<file path="src/rtl/rcst_pkg.sv">
`default_nettype none
package rcst_pkg;

  localparam int unsigned NUM_POSITIONS = 1024;
  localparam int unsigned LOG_POS       = 10;
  localparam int unsigned POS_W         = 10;
  localparam int unsigned NODE_W        = 11;
  localparam int unsigned BOUND_W       = 12;
  localparam int unsigned LVL_W         = 4;
  localparam int unsigned HEIGHT_W      = 16;
  localparam int unsigned LEN_W         = 11;
  localparam int unsigned OP_W          = 2;

  localparam logic [HEIGHT_W-1:0] MAX_HEIGHT  = 16'hFFFF;
  localparam logic [LEN_W-1:0]    LEN_RESET   = 11'd1024;
  localparam logic [LEN_W-1:0]    LEN_MAX     = 11'd1024;

  typedef enum logic [OP_W-1:0] {
    OP_RAISE = 2'd0,
    OP_LOWER = 2'd1,
    OP_READ  = 2'd2
  } op_e;

  // Clamp map x -> min(max(x, lower), upper)
  typedef struct packed {
    logic [HEIGHT_W-1:0] lower;
    logic [HEIGHT_W-1:0] upper;
  } tag_t;

  localparam tag_t TAG_IDENT = '{lower: '0, upper: MAX_HEIGHT};
  localparam tag_t TAG_LEAF  = '{lower: '0, upper: '0};

  typedef enum logic [3:0] {
    ST_CLEAR,
    ST_IDLE,
    ST_RD_REQ,
    ST_RD_USE,
    ST_PS_PAR,
    ST_PS_C0,
    ST_PS_C1,
    ST_PS_W1,
    ST_PS_WP,
    ST_AP_SCAN,
    ST_AP_WRITE,
    ST_DONE
  } state_e;

  // Ancestor of a leaf at a given height above the leaf level
  function automatic logic [NODE_W-1:0] node_at(logic [POS_W-1:0] leaf,
                                                logic [LVL_W-1:0] lvl);
    logic [NODE_W-1:0] full;
    full = {1'b1, leaf};
    return full >> lvl;
  endfunction

endpackage
`default_nettype wire

</file>
<file path="src/rtl/rcst_clamp_unit.sv">
`default_nettype none
module rcst_clamp_unit
  import rcst_pkg::*;
(
  input  wire tag_t tag_i,
  input  wire tag_t bound_i,
  output tag_t      tag_o
);

  logic [HEIGHT_W-1:0] lo_max;
  logic [HEIGHT_W-1:0] up_max;

  // Compose outer map bound_i over inner map tag_i
  assign lo_max = (tag_i.lower < bound_i.lower) ? bound_i.lower : tag_i.lower;
  assign up_max = (tag_i.upper < bound_i.lower) ? bound_i.lower : tag_i.upper;

  assign tag_o.lower = (lo_max > bound_i.upper) ? bound_i.upper : lo_max;
  assign tag_o.upper = (up_max > bound_i.upper) ? bound_i.upper : up_max;

endmodule
`default_nettype wire

</file>
<file path="config.mk">
export PLATFORM = sky130hd
export DESIGN_NAME = rcst_clamp_unit
export DESIGN_NICKNAME = d
export VERILOG_FILES = /design/src/rtl/rcst_pkg.sv /design/src/rtl/rcst_clamp_unit.sv
export SDC_FILE = /design/constraint.sdc
export NUM_CORES = 1
export LEC_CHECK = 0
export CELL_PAD_IN_SITES_DETAIL_PLACEMENT = 0
export CELL_PAD_IN_SITES_GLOBAL_PLACEMENT = 1
export CORE_MARGIN = 2
export CORE_UTILIZATION = 50
export DETAILED_ROUTE_END_ITERATION = 8
export DONT_BUFFER_PORTS = 1
export PLACE_DENSITY_LB_ADDON = 0.1
export RECOVER_POWER = 50
export SLEW_MARGIN = 20
export SYNTH_ARGS = -nofsm -noshare
export SYNTH_HDL_FRONTEND = slang
export SYNTH_SLANG_ARGS = --single-unit
</file>
<file path="constraint.sdc">
create_clock -name vclk -period 5.3
set_input_delay 0 -clock vclk [all_inputs]
set_output_delay 0 -clock vclk [all_outputs]
set_load 0.005 [all_outputs]
</file>
==> impl_metrics.json, run 1 <==
{
  "die_area_sq_um": 5280,
  "grt_pass1_vias": 1885,
  "run_status": "completed",
  "initialDrtViolationCount": 27,
  "dp.final_hpwl_mm": 5.03,
  "antenna_found_initial": 0,
  "wl_mm": 5.73,
  "cp-startpoint": "bound_i[23]",
  "tightestPinTransition_ps": 1020,
  "yosysWarnings": 0,
  "placed_cell_area_sq_um": 2380,
  "boundaryPins": 96,
  "core-area_sq_um": 4440,
  "io_buffers": 0,
  "fmax_mhz": 237,
  "setup_slack_ps": 1090,
  "yosysSeqAreaShare": 0,
  "max_cap_viol_count": 0,
  "grt_max_degree": 17,
  "p_leak_nw": 1.19,
  "regArea_sq_um": 0,
  "final-setup-viol-count": 0,
  "power_density_nw_per_um2": 132,
  "drive_gt1_frac": 0.227,
  "ir_drop_v": 0.0000515,
  "clkbuf_count": 0,
  "final_nets": 375,
  "syn_area_per_cell_sq_um": 9.39,
  "synthCells": 251,
  "dp_worst_setup_slack_ps": 1070,
  "crit_required_ps": 5300,
  "drtAntennaViolNets": 0,
  "vias_per_cell": 6.09,
  "globalplace.congestion": 0.803,
  "drc": 0,
  "syn2layout_area_growth_pct": -0.478,
  "slew_headroom": 0.318,
  "die_w_microns": 72.7,
  "n_antenna_cell": 0,
  "rsz0062_at_grt": "false",
  "synth_area_leaders": "ha_1 33%, mux2_4 20%, mux2_2 14%, inv_1 4.9%, nand4_1 3.7%",
  "hp-start": "bound_i[9]",
  "grt_pass1_wl_mm": 8.96,
  "fp-row-count": 24,
  "grt_overflow_total": 0,
  "syn-num-nets": 377,
  "cp-end-kind": "output pin",
  "crit_fanout": 16,
  "drv_slew": 0,
  "cp-start-kind": "input pin",
  "fillers": 451,
  "finalHoldViolations": 0,
  "start_util": 0.530,
  "min_path_type": "in2out",
  "seq_cells": 0,
  "whs_ps": 118,
  "routedWlPerCell_microns": 19.2,
  "period_needed_ps": 4210,
  "cts_resized": 0,
  "critPathArrivalTime_ps": 4210,
  "synth_cell_types": 28,
  "crit_type": "in2out",
  "finalCritPeriodShare": 0.795,
  "cts_setup_buffers": 0,
  "syn-cell-area_sq_um": 2360,
  "grt_util_all_layers": 0.211,
  "postCtsHoldBufs": 0,
  "vias": 1822,
  "post-route-cell-area_sq_um": 2350,
  "netlist.area_leader.share": 0.329,
  "die_y_microns": 72.7,
  "fin_util": 0.528,
  "firstDrtPassIters": 4,
  "final.setup.tns_ps": 0,
  "yosysTopAreaCell": "ha_1"
}
==> cells in the final DEF (no fill, tap or decap), drive strengths merged, types with 4 or more instances in the layout <==
| cell type | count |
|---|---|
| a211oi | 4 |
| a21o | 8 |
| a21oi | 18 |
| ha | 62 |
| inv | 31 |
| mux2 | 60 |
| mux2i | 4 |
| nand2 | 6 |
| nand3 | 4 |
| nand4 | 14 |
| nor2 | 6 |
| nor2b | 4 |
| o21ai | 6 |
==> final cells by class <==
type,instances,area [sq um],share of cell area
inverter,31,116,0.0496
multi-input combinational,214,2150,0.916
tap,52,65.1,0.0277
timing repair buffer,2,15.0,0.00640
==> synthesized netlist by cell type <==
library cell / number
or3_1: 2
a21oi_1: 16
nand4_1: 14
a21oi_2: 2
nor2b_1: 4
mux2_4: 31
a21o_1: 8
a2111oi_2: 2
a211oi_1: 4
a221o_1: 2
inv_1: 31
buf_4: 1
ha_1: 62
nand2_1: 6
o21ai_0: 6
nor2_1: 6
buf_6: 2
o31ai_2: 2
o21a_1: 2
mux2_2: 29
buf_12: 2
nand3_1: 4
buf_2: 1
mux2i_1: 4
o211ai_1: 2
nor4b_1: 2
nand2b_1: 2
or4_1: 2
==> stage by stage <==
| step | cells | total power [mW] |
|---|---|---|
| 2_1_floorplan | 251 | 0.274 |
| 3_3_place_gp | 299 | 0.323 |
| 3_5_place_dp | 299 | 0.324 |
| 4_1_cts | 299 | 0.326 |
| 5_1_grt | 299 | 0.342 |
| 6_report | 299 | 0.309 |
==> kinds of logic after synthesis <==
family                     after synthesis  synth area share
and+or+nand+nor                         42            0.0998
adders and majority gates               62             0.329
buffers and inverters                   37            0.0812
AOI/OAI and AO/OA                       46             0.137
muxes                                   64             0.353
==> power breakdown <==
part / switching [mW] / internal [mW] / total, mW / leakage [nW]
registers: 0 / 0 / 0 / 0
clock network: 0 / 0 / 0 / 0
logic: 0.152 / 0.157 / 0.309 / 1.19
==> routing by layer <==
metal / GRT usage / wire, microns
met1: 0.304 / 2690
met3: 0.0193 / 325
met5: 0 / 0
met2: 0.362 / 2720
met4: 0 / 0
==> worst max-delay path, stage by stage <==
cell and delay (ps):
inv_1 30, ha_1 310, a21oi_1 150, o21ai_0 130, a221o_1 320, or3_1 730
mux2_1 480, ha_1 310, a21oi_1 140, nor2_1 60, a211oi_1 210, o21ai_0 160
o31ai_4 500, buf_4 310, mux2_1 380
==> final timing paths <==
| check | cells after the start | end | slack (ps) |
|---|---|---|---|
| setup / recovery | 15 | tag_o[24] | 1090 |
| hold / removal | 1 | tag_o[25] | 120 |
Note: power is estimated with default switching activity, not from simulation.
==> run 2, diff against run 1 <==
Settings changed: ABC_AREA set to 1, CORE_UTILIZATION 50 to 45.
Clock period 5.3 ns to 4.2 ns, I/O delays scaled along.
==> run 2 against run 1 <==
  * Worst setup slack got worse by 420 ps
  * Critical path type unchanged
  * Sequential share of layout area unchanged
  * Wire length increased by 39%
  * Cell area increased by 12%
  * Combinational power increased by 56%
  * Via count increased by 52%
==> impl_metrics.json, run 2 <==
{
  "seq_cells": 0,
  "top_layer": "met4",
  "vias_per_cell": 5.27,
  "io_buffers": 0,
  "grt_pass1_wl_mm": 12.5,
  "fmax_mhz": 283,
  "clkbuf_count": 0,
  "tightestPinTransition_ps": 1170,
  "period_needed_ps": 3540,
  "layout_commonest_cell": "nand2_1",
  "final-setup-viol-count": 0,
  "wl_mm": 7.94,
  "crit_path_max_incr_delay_ps": 880,
  "routed-wl-met3_microns": 603,
  "die_w_microns": 80.7,
  "critPathArrivalTime_ps": 3540,
  "syn-num-nets": 591,
  "yosysWarnings": 0,
  "crit_type": "in2out",
  "cts_setup_buffers": 0,
  "initialDrtViolationCount": 176,
  "min_path_type": "in2out",
  "die_y_microns": 80.7,
  "rsz0062_at_grt": "false",
  "final_nets": 583,
  "synth_cell_types": 24,
  "p_leak_nw": 1.63,
  "power_density_nw_per_um2": 183,
  "cts_resized": 0,
  "crit_chain": "inv_1 -> ha_1 -> nand2_1 -> o21bai_1 -> a21oi_1 -> nor2_1 -> nand3_1 -> and2_1 -> ha_1 -> nand2_2 -> nor4_1 -> nand2_1 -> nand2_2 -> nand2_4 -> inv_6 -> nand2_1 -> nand2_1",
  "slew_headroom": 0.215,
  "cp_common_cell": "nand2_1",
  "regArea_sq_um": 0,
  "cp_slowest_cell": "nor2_1",
  "syn2layout_area_growth_pct": -0.708,
  "postCtsHoldBufs": 0,
  "antenna_found_initial": 0,
  "wl_met2_mm": 3.02,
  "drc": 0,
  "met1_length_mm": 4.31,
  "die_area_sq_um": 6520,
  "boundaryPins": 96,
  "synthCells": 465,
  "ys_top_cells_by_count": "148 x nand2_1, 75 x inv_1, 66 x nand3_1, 62 x ha_1, 30 x and2_1",
  "syn_area_per_cell_sq_um": 5.70,
  "crit_fanout": 17,
  "yosysTopAreaCell": "ha_1",
  "hp-start": "bound_i[5]",
  "synth_area_leaders": "ha_1 29%, nand2_1 21%, nand3_1 12%, inv_1 11%, and2_1 7.1%",
  "synth.most_common_cell": "nand2_1",
  "crit_required_ps": 4200,
  "drv_slew": 0,
  "grt_util_all_layers": 0.242,
  "cp-end-kind": "output pin",
  "globalplace.congestion": 0.905,
  "fp-row-count": 27,
  "finalHoldViolations": 0,
  "grt_pass1_vias": 2515,
  "n_antenna_cell": 0,
  "run_status": "completed",
  "yosysSeqAreaShare": 0,
  "dp.final_hpwl_mm": 7.06,
  "routedWlPerCell_microns": 15.1,
  "drtAntennaViolNets": 0,
  "whs_ps": 103,
  "core-area_sq_um": 5610,
  "start_util": 0.473,
  "syn-cell-area_sq_um": 2650,
  "drive_gt1_frac": 0.0264,
  "worstHoldEndpoint": "tag_o[5]",
  "final.setup.tns_ps": 0,
  "finalCritPeriodShare": 0.843,
  "mostFrequentLayoutCells": "148 x nand2_1, 75 x inv_1, 66 x nand3_1",
  "min_path_cells": 2,
  "ir_drop_v": 0.0000701,
  "max_cap_viol_count": 0,
  "cp-start-kind": "input pin",
  "netlist.area_leader.share": 0.293,
  "firstDrtPassIters": 5,
  "grt_overflow_total": 0,
  "grt_max_degree": 18,
  "vias": 2775
}
run 2: changes by cell type after synthesis, moves of 6 or more:
cell | before | now
a21o_1 | 8 | 0
a21oi_1 | 16 | 28
and2_1 | 0 | 30
inv_1 | 31 | 75
mux2_2 | 29 | 0
mux2_4 | 31 | 0
nand2_1 | 6 | 148
nand2_2 | 0 | 6
nand3_1 | 4 | 66
nand4_1 | 14 | 4
nor2_1 | 6 | 13
run 2: area by class of cell:
type                            instances  area, sq um
Multi-Input combinational cell        378         2250
Tap cell                               72         90.1
Inverter                               77          294
Fill cell                             670         2980
run 2: worst max-delay path by stage:
stage / depth (start not counted) / end / slack [ps] / start
floorplan: 18 / tag_o[21] / 1740 / bound_i[31]
global route: 16 / tag_o[27] / 320 / bound_i[31]
global placement: 21 / tag_o[4] / 1010 / bound_i[27]
detailed placement: 19 / tag_o[4] / 1060 / bound_i[31]
finish: 17 / tag_o[22] / 660 / bound_i[27]
CTS: 21 / tag_o[4] / 1050 / bound_i[27]
run 2: logic make-up after synthesis:
| logic type | Yosys count | synth area share |
|---|---|---|
| compound gates | 42 | 0.0859 |
| fa+ha+maj | 62 | 0.293 |
| buf+inv | 87 | 0.144 |
| simple gates | 274 | 0.478 |
run 2: critical path: cells and delay by family:
family,cells,cell delay (ps)
and+or+nand+nor,11,2490
buffers and inverters,2,280
adders and majority gates,2,570
AOI/OAI and AO/OA,2,190
run 2: through the flow:
step	area [sq um]	utilization	cells	total power, mW	setup WS [ps]
after floorplan	2650	-	465	0.398	1740
after global placement	2650	0.473	527	0.479	1010
after detailed placement	2650	0.473	527	0.483	1060
after CTS	2650	0.473	527	0.485	1050
after global routing	2630	0.469	527	0.548	322
final	2630	0.469	527	0.481	661
run 2: per-layer routing:
metal,vias to the layer above,track usage
met5,-,0
met1,1194,0.406
met2,100,0.338
li1,1477,-
met3,4,0.0289
met4,0,0.00339
run 2: where the power goes:
part	internal [mW]	switching (mW)
sequential	0	0
clock	0	0
combinational	0.166	0.314
